## src/hw/rtl/srct_pkg.sv

```systemverilog
`default_nettype none
// ----------------------------------------------------------------------------
// srct_pkg
// Shared types, codes and reset values of the sound-reactive color trigger.
// ----------------------------------------------------------------------------
package srct_pkg;

  localparam int CFG_INDEX_W = 3;
  localparam int CFG_DATA_W  = 16;

  // request kinds
  localparam logic [1:0] KIND_SAMPLE = 2'd0;
  localparam logic [1:0] KIND_START  = 2'd1;
  localparam logic [1:0] KIND_STOP   = 2'd2;
  localparam logic [1:0] KIND_TOGGLE = 2'd3;

  // channel that a new color leaves dark
  localparam logic [1:0] PICK_RED   = 2'd0;
  localparam logic [1:0] PICK_GREEN = 2'd1;
  localparam logic [1:0] PICK_BLUE  = 2'd2;

  // register indexes
  localparam logic [CFG_INDEX_W-1:0] REG_MIC_BIAS    = 3'd0;
  localparam logic [CFG_INDEX_W-1:0] REG_SENSITIVITY = 3'd1;
  localparam logic [CFG_INDEX_W-1:0] REG_HOLDOFF     = 3'd2;
  localparam logic [CFG_INDEX_W-1:0] REG_DECAY       = 3'd3;
  localparam logic [CFG_INDEX_W-1:0] REG_FADE_STEP   = 3'd4;

  // register reset values
  localparam logic [9:0]  MIC_BIAS_RST    = 10'd287;
  localparam logic [7:0]  SENSITIVITY_RST = 8'd192;
  localparam logic [15:0] HOLDOFF_RST     = 16'd200;
  localparam logic [15:0] DECAY_RST       = 16'd300;
  localparam logic [7:0]  FADE_STEP_RST   = 8'd5;

  typedef struct packed {
    logic [1:0]  kind;
    logic [9:0]  sample;
    logic [31:0] now_ms;
    logic [1:0]  rand_pick;
    logic [7:0]  rand_first;
    logic [7:0]  rand_second;
  } in_item_t;

  typedef struct packed {
    logic [7:0] red;
    logic [7:0] green;
    logic [7:0] blue;
  } out_item_t;

  typedef struct packed {
    logic [9:0]  mic_bias;
    logic [7:0]  sensitivity_q8;
    logic [15:0] holdoff_ms;
    logic [15:0] decay_ms;
    logic [7:0]  fade_step;
  } cfg_t;

endpackage
`default_nettype wire

```

## src/hw/rtl/srct_cfg.sv

```systemverilog
`default_nettype none
// ----------------------------------------------------------------------------
// srct_cfg
// Configuration register file with index decode.
// ----------------------------------------------------------------------------
module srct_cfg
  import srct_pkg::*;
(
  input  wire logic                   clk,
  input  wire logic                   rst_n,
  input  wire logic                   wr_en,
  input  wire logic [CFG_INDEX_W-1:0] wr_index,
  input  wire logic [CFG_DATA_W-1:0]  wr_data,
  output cfg_t                        cfg
);

  cfg_t cfg_r;
  cfg_t cfg_nxt;

  always_comb begin
    cfg_nxt = cfg_r;
    if (wr_en) begin
      unique case (wr_index)
        REG_MIC_BIAS:    cfg_nxt.mic_bias       = wr_data[9:0];
        REG_SENSITIVITY: cfg_nxt.sensitivity_q8 = wr_data[7:0];
        REG_HOLDOFF:     cfg_nxt.holdoff_ms     = wr_data;
        REG_DECAY:       cfg_nxt.decay_ms       = wr_data;
        REG_FADE_STEP:   cfg_nxt.fade_step      = wr_data[7:0];
        default:         cfg_nxt = cfg_r;
      endcase
    end
  end

  always_ff @(posedge clk) begin
    if (!rst_n) begin
      cfg_r.mic_bias       <= MIC_BIAS_RST;
      cfg_r.sensitivity_q8 <= SENSITIVITY_RST;
      cfg_r.holdoff_ms     <= HOLDOFF_RST;
      cfg_r.decay_ms       <= DECAY_RST;
      cfg_r.fade_step      <= FADE_STEP_RST;
    end else begin
      cfg_r <= cfg_nxt;
    end
  end

  assign cfg = cfg_r;

endmodule
`default_nettype wire

```

## src/hw/rtl/srct_core.sv

```systemverilog
`default_nettype none
// ----------------------------------------------------------------------------
// srct_core
// Trigger state and its single-pass update for one request.
// ----------------------------------------------------------------------------
module srct_core
  import srct_pkg::*;
(
  input  wire logic     clk,
  input  wire logic     rst_n,
  input  wire logic     fire,
  input  wire in_item_t item,
  input  wire cfg_t     cfg,
  output out_item_t     rgb
);

  logic        running_r, running_nxt;
  logic [9:0]  peak_r, peak_nxt;
  logic [31:0] last_change_r, last_change_nxt;
  logic [31:0] last_decay_r, last_decay_nxt;
  out_item_t   color_r, color_nxt;

  logic [9:0]  level;
  logic        raised;
  logic [9:0]  peak_up;
  logic [17:0] thresh;
  logic        trig;
  logic        hold_ok;
  logic        decay_ok;
  logic        changed;
  logic        start_en;
  logic        stop_en;
  logic        sample_en;
  out_item_t   color_pick;

  function automatic logic [7:0] fade(input logic [7:0] v, input logic [7:0] step);
    fade = (v >= step) ? (v - step) : 8'd0;
  endfunction

  always_comb begin
    level    = (item.sample >= cfg.mic_bias) ? (item.sample - cfg.mic_bias)
                                             : (cfg.mic_bias - item.sample);
    raised   = level > peak_r;
    peak_up  = raised ? level : peak_r;
    thresh   = 18'(cfg.sensitivity_q8) * 18'(peak_up);
    trig     = {level, 8'd0} >= thresh;
    hold_ok  = (item.now_ms - last_change_r) >= {16'd0, cfg.holdoff_ms};
    decay_ok = (item.now_ms - last_decay_r) >= {16'd0, cfg.decay_ms};
    changed  = hold_ok && trig;

    start_en  = !running_r && (item.kind == KIND_START || item.kind == KIND_TOGGLE);
    stop_en   = running_r && (item.kind == KIND_STOP || item.kind == KIND_TOGGLE);
    sample_en = running_r && (item.kind == KIND_SAMPLE);

    color_pick = color_r;
    if (changed) begin
      case (item.rand_pick)
        PICK_RED:   color_pick = '{8'd0, item.rand_first, item.rand_second};
        PICK_GREEN: color_pick = '{item.rand_first, 8'd0, item.rand_second};
        PICK_BLUE:  color_pick = '{item.rand_first, item.rand_second, 8'd0};
        default:    color_pick = color_r;
      endcase
    end

    running_nxt     = running_r;
    peak_nxt        = peak_r;
    last_change_nxt = last_change_r;
    last_decay_nxt  = last_decay_r;
    color_nxt       = color_r;

    if (start_en) begin
      running_nxt    = 1'b1;
      last_decay_nxt = item.now_ms;
      color_nxt      = '0;
    end else if (stop_en) begin
      running_nxt = 1'b0;
      peak_nxt    = '0;
      color_nxt   = '0;
    end else if (sample_en) begin
      peak_nxt  = peak_up;
      color_nxt = color_pick;
      if (changed) begin
        last_change_nxt = item.now_ms;
      end
      if (decay_ok) begin
        last_decay_nxt = item.now_ms;
        if (!raised && peak_r != 10'd0) begin
          peak_nxt = peak_r - 10'd1;
        end
        if (!changed) begin
          color_nxt.red   = fade(color_r.red, cfg.fade_step);
          color_nxt.green = fade(color_r.green, cfg.fade_step);
          color_nxt.blue  = fade(color_r.blue, cfg.fade_step);
        end
      end
    end
  end

  always_ff @(posedge clk) begin
    if (!rst_n) begin
      running_r     <= 1'b0;
      peak_r        <= '0;
      last_change_r <= '0;
      last_decay_r  <= '0;
      color_r       <= '0;
    end else if (fire) begin
      running_r     <= running_nxt;
      peak_r        <= peak_nxt;
      last_change_r <= last_change_nxt;
      last_decay_r  <= last_decay_nxt;
      color_r       <= color_nxt;
    end
  end

  assign rgb = color_nxt;

endmodule
`default_nettype wire

```

## src/hw/rtl/sound_reactive_color_trigger.sv

```systemverilog
`default_nettype none
// ----------------------------------------------------------------------------
// sound_reactive_color_trigger
// Turns microphone samples and run commands into a reactive RGB color.
// ----------------------------------------------------------------------------
// Every request (sample, start, stop or toggle) yields one RGB result. A new
// request is taken every clock cycle while in_stall is low; a request enters
// an input register, updates the trigger state in one pass and its color
// lands in the result register.
// out_stall backs up into in_stall only when both registers are full.
// Configuration writes are always ready and should be made while no request
// is in flight.
module sound_reactive_color_trigger
  import srct_pkg::*;
(
  input  wire logic                   clk,
  input  wire logic                   rst_n,
  input  wire logic                   in_valid,
  output logic                        in_stall,
  input  wire in_item_t               in_data,
  output logic                        out_valid,
  input  wire logic                   out_stall,
  output out_item_t                   out_data,
  input  wire logic                   cfg_valid,
  output logic                        cfg_ready,
  input  wire logic [CFG_INDEX_W-1:0] cfg_index,
  input  wire logic [CFG_DATA_W-1:0]  cfg_data
);

  logic      s0_valid_r, s0_valid_nxt;
  in_item_t  s0_item_r;
  logic      out_valid_r, out_valid_nxt;
  out_item_t out_item_r;
  logic      in_take;
  logic      advance;
  cfg_t      cfg;
  out_item_t rgb;

  assign cfg_ready = 1'b1;

  srct_cfg u_cfg (
    .clk      (clk),
    .rst_n    (rst_n),
    .wr_en    (cfg_valid && cfg_ready),
    .wr_index (cfg_index),
    .wr_data  (cfg_data),
    .cfg      (cfg)
  );

  srct_core u_core (
    .clk   (clk),
    .rst_n (rst_n),
    .fire  (advance),
    .item  (s0_item_r),
    .cfg   (cfg),
    .rgb   (rgb)
  );

  assign advance  = s0_valid_r && (!out_valid_r || !out_stall);
  assign in_stall = s0_valid_r && out_valid_r && out_stall;
  assign in_take  = in_valid && !in_stall;

  always_comb begin
    s0_valid_nxt  = in_take ? 1'b1 : (advance ? 1'b0 : s0_valid_r);
    out_valid_nxt = advance ? 1'b1 : (out_stall ? out_valid_r : 1'b0);
  end

  always_ff @(posedge clk) begin
    if (!rst_n) begin
      s0_valid_r  <= 1'b0;
      out_valid_r <= 1'b0;
    end else begin
      s0_valid_r  <= s0_valid_nxt;
      out_valid_r <= out_valid_nxt;
    end
  end

  always_ff @(posedge clk) begin
    if (in_take) begin
      s0_item_r <= in_data;
    end
    if (advance) begin
      out_item_r <= rgb;
    end
  end

  assign out_valid = out_valid_r;
  assign out_data  = out_item_r;

endmodule
`default_nettype wire

```

## config.mk

```make
export PLATFORM = sky130hd
export DESIGN_NAME = sound_reactive_color_trigger
export DESIGN_NICKNAME = d
export VERILOG_FILES = /design/src/hw/rtl/srct_pkg.sv /design/src/hw/rtl/srct_cfg.sv /design/src/hw/rtl/srct_core.sv /design/src/hw/rtl/sound_reactive_color_trigger.sv
export SDC_FILE = /design/constraint.sdc
export NUM_CORES = 1
export LEC_CHECK = 0
export ABC_CLOCK_PERIOD_IN_PS = 10700
export BUFFER_PORTS_ARGS = -buffer_cell sky130_fd_sc_hd__buf_2
export CAP_MARGIN = 20
export CORE_AREA = 2 2 191 193
export CTS_BUF_LIST = sky130_fd_sc_hd__clkbuf_16
export DETAILED_ROUTE_END_ITERATION = 6
export DIE_AREA = 0 0 193 195
export GPL_ROUTABILITY_DRIVEN = 1
export HOLD_SLACK_MARGIN = 0.1
export MAX_ROUTING_LAYER = met4
export PLACE_DENSITY = 0.86
export SLEW_MARGIN = 20
export SYNTH_ARGS = -nofsm -noshare
export SYNTH_HDL_FRONTEND = slang
export SYNTH_SLANG_ARGS = --single-unit
```

## constraint.sdc

```tcl
create_clock -name clk -period 10.7 [get_ports clk]
set_input_delay 1.605 -clock clk [delete_from_list [all_inputs] [get_ports clk]]
set_output_delay 1.605 -clock clk [all_outputs]
set_load 0.01 [all_outputs]
```

==> out/metrics.csv, run 1 <==
stage,metric,value,unit
status,status,"finished, final reports clean",
logic_synthesis,syn_avg_cell_area,8.24,sq um
logic_synthesis,synth_warnings,0,
logic_synthesis,syn_inst,2425,
worst_setup_path,critPathLaunchType,flip-flop,
routing,first_pass_iters,5,
layout,synthToLayoutAreaGrowth,17.1,%
sta,slew_headroom,26.0,%
layout,stdcell_count,3069,
routing,vias,19200,
floorplanning,die_w,193,um
cts,clockBufferDepth,3,
logic_synthesis,ys.flop_type,dfxtp_1,
worst_setup_path,cp-end-kind,flip-flop,
power_and_ir_drop,peakVddDrop,0.186,mV
sta,setup_viol,0,
sta,finalHoldViolations,0,
routing,drt_iter0_markers,1531,
global_routing,met2_usage,54.3,%
worst_setup_path,crit_path_max_incr_delay,0.55,ns
place,dp_hpwl,46.0,mm
routing,ant_nets,0,
power_and_ir_drop,p_leak,9.61,nW
floorplanning,io-pin-count,113,
worst_setup_path,path_max_fanout,9,
global_routing,top_usage_layer,met2,
place,place_congestion,1.03,
power_and_ir_drop,p_per_area,169,mW/mm^2
sta,tightest_slew,1.11,ns
floorplanning,initial_core_util,56.4,%
global_routing,grt_pass1_vias,18700,
logic_synthesis,synth_edf_count,86,
routing,routed_wl,62.5,mm
cts,clkSlewWorstSetupHoldPaths,0.06,ns
worst_setup_path,critPathArrivalTime,11.04,ns
run,cap_violations,0,
layout,post-route-util,66.1,%
global_routing,grt_use_met3,4.26,%
cts,cts_buffers,30,
cts,numClockSinks,245,
layout,drive_gt1_share,16.4,%
logic_synthesis,async_reset_ff_share,0,%
floorplanning,rows,69,
logic_synthesis,synth_seq_cells,245,
layout,layout.nets,2922,
worst_setup_path,crit_start,s0_item_r[50],
global_routing,antenna_found_initial,0,
hold_path,min_from,u_core.last_change_r[20],
logic_synthesis,yosysTopAreaCellShare,15.9,%
global_routing,grtUsageMet1,40.6,%
sta,fin_crit_sh,99.6,%
routing,viasPerCell,6.26,
logic_synthesis,synth_area,0.0200,sq mm
global_routing,grt_overflow_total,0,
place,port_buffers,111,
floorplanning,die_h,195,um
cts,clock-root-buffer,clkbuf_16,
global_routing,track_usage,32.9,%
sta,holdWs,0.454,ns
global_routing,grt_pass1_wl,96.4,mm
cts,clk_latency,0.59,ns
hold_path,hp-class,reg -> reg,
worst_setup_path,worst_r2r_path_depth,56,
global_routing,grt_max_degree,67,
worst_setup_path,slowest_stage,fa_1,
sta,fmax,93.8,MHz
sta,fin_skew,0.0224,ns
worst_setup_path,crit_required,11.08,ns
layout,antenna_cells,0,
logic_synthesis,synth_cell_types,91,
routing,drc_errors,0,
floorplanning,core_area,0.0354,sq mm
worst_setup_path,worstReg2RegEnd,out_data[4],
worst_setup_path,worstSetupPathType,reg -> reg,
worst_setup_path,reg2reg_from,s0_item_r[50],
place,dp_cells,2963,
worst_setup_path,critPathMostFrequentCell,buf_4,
worst_setup_path,r2r_slack,0.04,ns
routing,wl_per_cell,20.4,um
logic_synthesis,synth_area_leaders,"dfxtp_1, edfxtp_1, ha_1",
worst_setup_path,cp-endpoint,out_data[4],
logic_synthesis,ys_seq_area_share,28.9,%
cts,ctsHtreeMaxLevel,1,
cts,cts_tree,built,
sta,rsz0062_at_grt,true,
sta,fin_ws,0.0397,ns
sta,slew_viol_final,0,
cts,cts_hold_buffers,0,
place,place_ws,-0.560,ns
logic_synthesis,synth_top_area_cell,dfxtp_1,
logic_synthesis,synth_nets,2762,
floorplanning,die-area,0.0376,sq mm
sta,period_needed,10.66,ns
==> sequential cells by signal, indices dropped and copies added, names as in the netlist <==
| register | flops |
|---|---|
| s0_item_r | 62 |
| u_cfg.cfg | 58 |
| u_core.last_change_r | 32 |
| u_core.last_decay_r | 32 |
| out_data | 24 |
| u_core.color_r | 24 |
| u_core.peak_r | 10 |
| out_valid | 1 |
| s0_valid_r | 1 |
| u_core.running_r | 1 |
==> worst min-delay path by stage <==
stage | slack [ns] | cells after the start | endpoint
after floorplan | 0.43 | 2 | u_core.peak_r[1]
after global placement | 0.44 | 2 | u_core.peak_r[1]
after detailed placement | 0.45 | 2 | u_core.last_change_r[23]
after CTS | 0.45 | 2 | u_core.last_change_r[23]
after global routing | 0.47 | 2 | u_core.last_change_r[23]
final | 0.45 | 2 | u_core.last_change_r[20]
==> stage by stage <==
stage / power (mW) / setup TNS, ns / instance area, sq um
2_1_floorplan: 2.06 / 0 / 20100
3_3_place_gp: 2.52 / -2.57 / 21400
3_5_place_dp: 2.57 / -27.82 / 21400
4_1_cts: 3.75 / -0.0498 / 22900
5_1_grt: 4.17 / -12.06 / 23400
6_report: 3.95 / 0 / 23400
==> layout make-up <==
| cell class | count | area [sq um] |
|---|---|---|
| Clock buffer | 31 | 776 |
| Clock inverter | 24 | 190 |
| Fill cell | 2916 | 12000 |
| Inverter | 260 | 977 |
| Multi-Input combinational cell | 1806 | 13300 |
| Sequential cell | 245 | 5770 |
| Tap cell | 461 | 577 |
| Timing Repair Buffer | 242 | 1770 |
==> placed cells by master (no fill, tap or decap), types with 48 or more instances in the layout <==
cell type  Yosys  layout
nand2_1      265     263
inv_1        258     256
a21oi_1      236     215
ha_1         196     187
dfxtp_1      159     159
o21ai_0      131     118
buf_2         22     111
nand3_1      110     107
buf_4          3     102
nor2_1        98      90
edfxtp_1      86      86
and2_1        72      64
fa_1          55      51
o211ai_1      48      48
==> cells by family after synthesis <==
logic type	share of synthesized area (%)
AOI/OAI and AO/OA	22.6
xor gates and xnor gates	3.07
adders and majority gates	17.8
buffers and inverters	7.36
DFF	28.9
muxes	2.07
other	0.0188
and+or+nand+nor	18.2
==> per-layer routing <==
metal,share of wire (%),wire [um],vias to the layer above
met2,48,29900,860
met5,0,0,-
li1,-,-,8979
met4,4.6,2850,0
met3,7.1,4450,192
met1,40,25200,9171
==> critical path: cells and delay by family, from the launching register on <==
family | cells | cell delay [ns]
AO/OA/AOI/OAI | 16 | 2.88
XOR/XNOR | 2 | 0.22
adder cells (fa/ha/maj) | 9 | 3.43
buffers and inverters | 18 | 1.94
flip-flops | 1 | 0.39
AND/OR/NAND/NOR | 11 | 1.62
==> power breakdown <==
| group | total [mW] | internal (mW) | switching (mW) |
|---|---|---|---|
| combinational | 1.92 | 0.873 | 1.05 |
| clock | 1.00 | 0.592 | 0.411 |
| sequential | 1.03 | 0.998 | 0.0317 |
| total | 3.95 | 2.46 | 1.49 |
==> Yosys cell counts, drive strengths merged (7+ instances only) <==
cell type and count:
a32oi 7, clkbuf 80, nand4 32, dfxtp 159
nor2 98, buf 35, o21ai 146, edfxtp 86
a21o 43, o211ai 48, inv 260, nand2 265
nand2b 17, mux2i 38, and4 16, o22ai 9
and2 74, a2111oi 8, a31oi 46, a21boi 8
nand3 111, ha 196, xor2 28, fa 55
xnor2 42, or2 7, and3 18, nor3 26
nor4 14, o21bai 12, a21oi 241, a211oi 21
or4 7, nor2b 25, or3 9, o31ai 11
a221oi 8, o21a 18, a211o 10
==> what timing repair did <==
action / CTS / global route
gates resized for setup: 57 / 80
gates cloned: 1 / 7
buffers inserted: 38 / 8
setup endpoints to repair: 80 / 80
pin swaps: 65 / 47
endpoints found under the hold margin: 0 / 0
Note: power is estimated with default switching activity, not from simulation.
==> run 2: changes to the inputs <==
- BUFFER_PORTS_ARGS: -buffer_cell sky130_fd_sc_hd__buf_2 -> default
- CORE_AREA: 2 2 191 193 -> 2 2 187 189
- DIE_AREA: 0 0 193 195 -> 0 0 189 191
- DONT_BUFFER_PORTS: default -> 1
- RECOVER_POWER: default -> 25
==> run 2 against run 1 <==
Effect of this change: the flow now finishes with violations (capacitance limit, slew limit); sequential share of layout area grew 0.61 points; clock skew grew 0.0092 ns; non-clock buffer count shrank 116; wire length shrank 1.5%; combinational power shrank 3%; die area shrank 4.1%; first-iteration DRC count grew 1.8%; sequential power is essentially flat; final cell count shrank 4.0%; global-route usage grew 1.2 points; sequential cell count is the same; clock-buffer cell count shrank 2; critical path type unchanged; critical endpoint is now out_data[16]; largest power group unchanged; highest routed layer unchanged.
==> out/metrics.csv, run 2 (synthesized netlist as in run 1, its figures left out) <==
stage,metric,value,unit,change
worst_setup_path,crit_start,s0_item_r[50],,
worst_setup_path,critPathArrivalTime,10.86,ns,-0.18 ns
sta,rsz0062_at_grt,true,,
status,violations,"capacitance limit, slew limit",,
layout,antenna_cells,0,,unchanged
power_and_ir_drop,p_per_area,173,mW/mm^2,+2.5%
sta,tightest_slew,1.92,ns,+0.815 ns
routing,viasPerCell,6.42,,+2.6%
cts,cts_hold_buffers,0,,unchanged
sta,setup_viol,0,,unchanged
layout,stdcell_count,2945,,-4.0%
floorplanning,io-pin-count,113,,unchanged
layout,mostFrequentLayoutCells,"nand2_1, inv_1, a21oi_1, ha_1, dfxtp_1",,
sta,fin_setup_tns,0,ns,unchanged
sta,fmax,94.7,MHz,+0.98%
cts,clock-root-buffer,clkbuf_16,,
power_and_ir_drop,p_leak,9.12,nW,-5.1%
cts,clkSlewWorstSetupHoldPaths,0.07,ns,about the same
place,place_congestion,0.995,,-3.0%
layout,design_area,0.0228,sq mm,-2.4%
sta,fin_skew,0.0316,ns,+0.00918 ns
worst_setup_path,worstReg2RegEnd,out_data[16],,
routing,drt_iter0_markers,1558,,+1.8%
floorplanning,initial_core_util,58.5,%,+2.1 points
place,place_ws,-0.455,ns,+0.106 ns
sta,fin_ws,0.143,ns,+0.103 ns
hold_path,hp-class,reg -> reg,,
sta,slew_headroom,-28.7,%,-55 points
worst_setup_path,slowest_stage,fa_1,,
place,port_buffers,0,,-100%
sta,period_needed,10.56,ns,-0.103 ns
worst_setup_path,worst_r2r_path_depth,51,,-8.9%
layout,layout.cells.most_common,nand2_1,,
layout,largest_reg_flops,62,,unchanged
floorplanning,die_w,189,um,-2.1%
sta,fin_crit_sh,98.7,%,-0.97 points
cts,cts_buffers,29,,-3.3%
floorplanning,core_area,0.0341,sq mm,-3.6%
global_routing,grt_pass1_wl,95.8,mm,-0.64%
floorplanning,die_h,191,um,-2.1%
global_routing,grt_overflow_total,0,,unchanged
layout,post-route-util,66.9,%,+0.83 points
worst_setup_path,crit_path_max_incr_delay,0.56,ns,about the same
worst_setup_path,critPathLaunchType,flip-flop,,
routing,vias,18900,,-1.5%
worst_setup_path,cp-endpoint,out_data[16],,
routing,wl_per_cell,20.9,um,+2.7%
worst_setup_path,path_max_fanout,8,,-1
routing,routed_wl,61.6,mm,-1.5%
run,cap_violations,1,,+1
global_routing,grt_max_degree,71,,+6.0%
cts,numClockSinks,245,,unchanged
status,status,"finished, violations left",,
worst_setup_path,cp-end-kind,flip-flop,,
worst_setup_path,crit_required,11.00,ns,-0.08 ns
place,dp_cells,2857,,-3.6%
worst_setup_path,r2r_slack,0.14,ns,+0.10 ns
sta,slew_viol_final,49,,+49
place,dp_hpwl,45.6,mm,-0.79%
layout,drive_gt1_share,12.9,%,-3.5 points
routing,first_pass_iters,5,,unchanged
worst_setup_path,reg2reg_from,s0_item_r[50],,
routing,drc_errors,0,,unchanged
cts,clockBufferDepth,3,,unchanged
layout,layout.nets,2804,,-4.0%
routing,ant_nets,0,,unchanged
sta,finalHoldViolations,0,,unchanged
layout,regMostFlops,s0_item_r,,
floorplanning,die-area,0.0361,sq mm,-4.1%
cts,cts_tree,built,,
layout,synthToLayoutAreaGrowth,14.3,%,
global_routing,track_usage,34.0,%,+1.2 points
global_routing,antenna_found_initial,0,,unchanged
global_routing,grt_pass1_vias,18600,,-0.78%
power_and_ir_drop,peakVddDrop,0.151,mV,-19%
place,placed_area,0.0210,sq mm,-2.2%
worst_setup_path,worstSetupPathType,reg -> reg,,
floorplanning,rows,68,,-1.4%
cts,ctsHtreeMaxLevel,1,,unchanged
cts,clk_latency,0.59,ns,about the same
[run 2: cell types whose count changed in the layout (fill, tap and decap cells not counted), moves of 5 or more]
cell / delta
buf_2: -111
inv_1: -8
a21oi_2: -7
nand2_2: +7
a21oi_1: +6
nand2_1: -6
nand3_1: -6
nand3_2: +6
and2_1: +5
and2_4: -5
clkbuf_16: -5
o21ai_2: -5
[run 2: power by group]
group	total [mW]	internal [mW]	switching (mW)
sequential	1.03	0.998	0.0347
clock	1.07	0.644	0.422
combinational	1.86	0.822	1.03
[run 2: metal layers]
metal	GRT usage [%]	share of wire [%]
met1	39.5	39
met2	57.5	48
met3	4.72	7.0
met4	17.6	5.9
met5	-	0
[run 2: worst min-delay path by stage]
stage                                        start                        to  cells after the start
final                     u_core.last_change_r[23]  u_core.last_change_r[23]                      2
after global routing      u_core.last_change_r[14]  u_core.last_change_r[14]                      2
after detailed placement  u_core.last_change_r[21]  u_core.last_change_r[21]                      2
after CTS                 u_core.last_change_r[21]  u_core.last_change_r[21]                      2
after global placement    u_core.last_change_r[17]  u_core.last_change_r[17]                      2
after floorplan                   u_core.peak_r[1]          u_core.peak_r[1]                      2
[run 2: repair_timing]
| item | CTS | global route |
|---|---|---|
| endpoints found under the hold margin | 0 | 0 |
| setup endpoints to repair | 80 | 80 |
| gates resized for setup | 33 | 114 |
| cloned | 1 | 2 |
| pin swaps | 26 | 65 |
| buffers inserted | 12 | 19 |
[run 2: worst max-delay path: cells and delay by family, from the launching register on]
family                   cells  cell delay [ns]
XOR/XNOR                     2             0.26
AO/OA/AOI/OAI               22             3.95
buffers and inverters       12             1.50
multiplexers                 1             0.25
flip-flops                   1             0.39
AND/OR/NAND/NOR              5             0.50
adder cells (fa/ha/maj)      9             3.41
[run 2: stage by stage]
stage	hold slack (ns)	power, mW
after detailed placement	0.447	2.57
after floorplan	0.428	2.06
after global placement	0.441	2.51
final	0.453	3.95
after CTS	0.456	3.68
after global routing	0.471	4.18
[run 2: final cells by class]
cell class,count,area (sq um)
Clock buffer,29,726
Timing Repair Buffer,126,1120
Fill cell,2768,11300
Inverter,260,980
Clock inverter,25,307
Sequential cell,245,5770
Multi-Input combinational cell,1805,13400
Tap cell,455,569
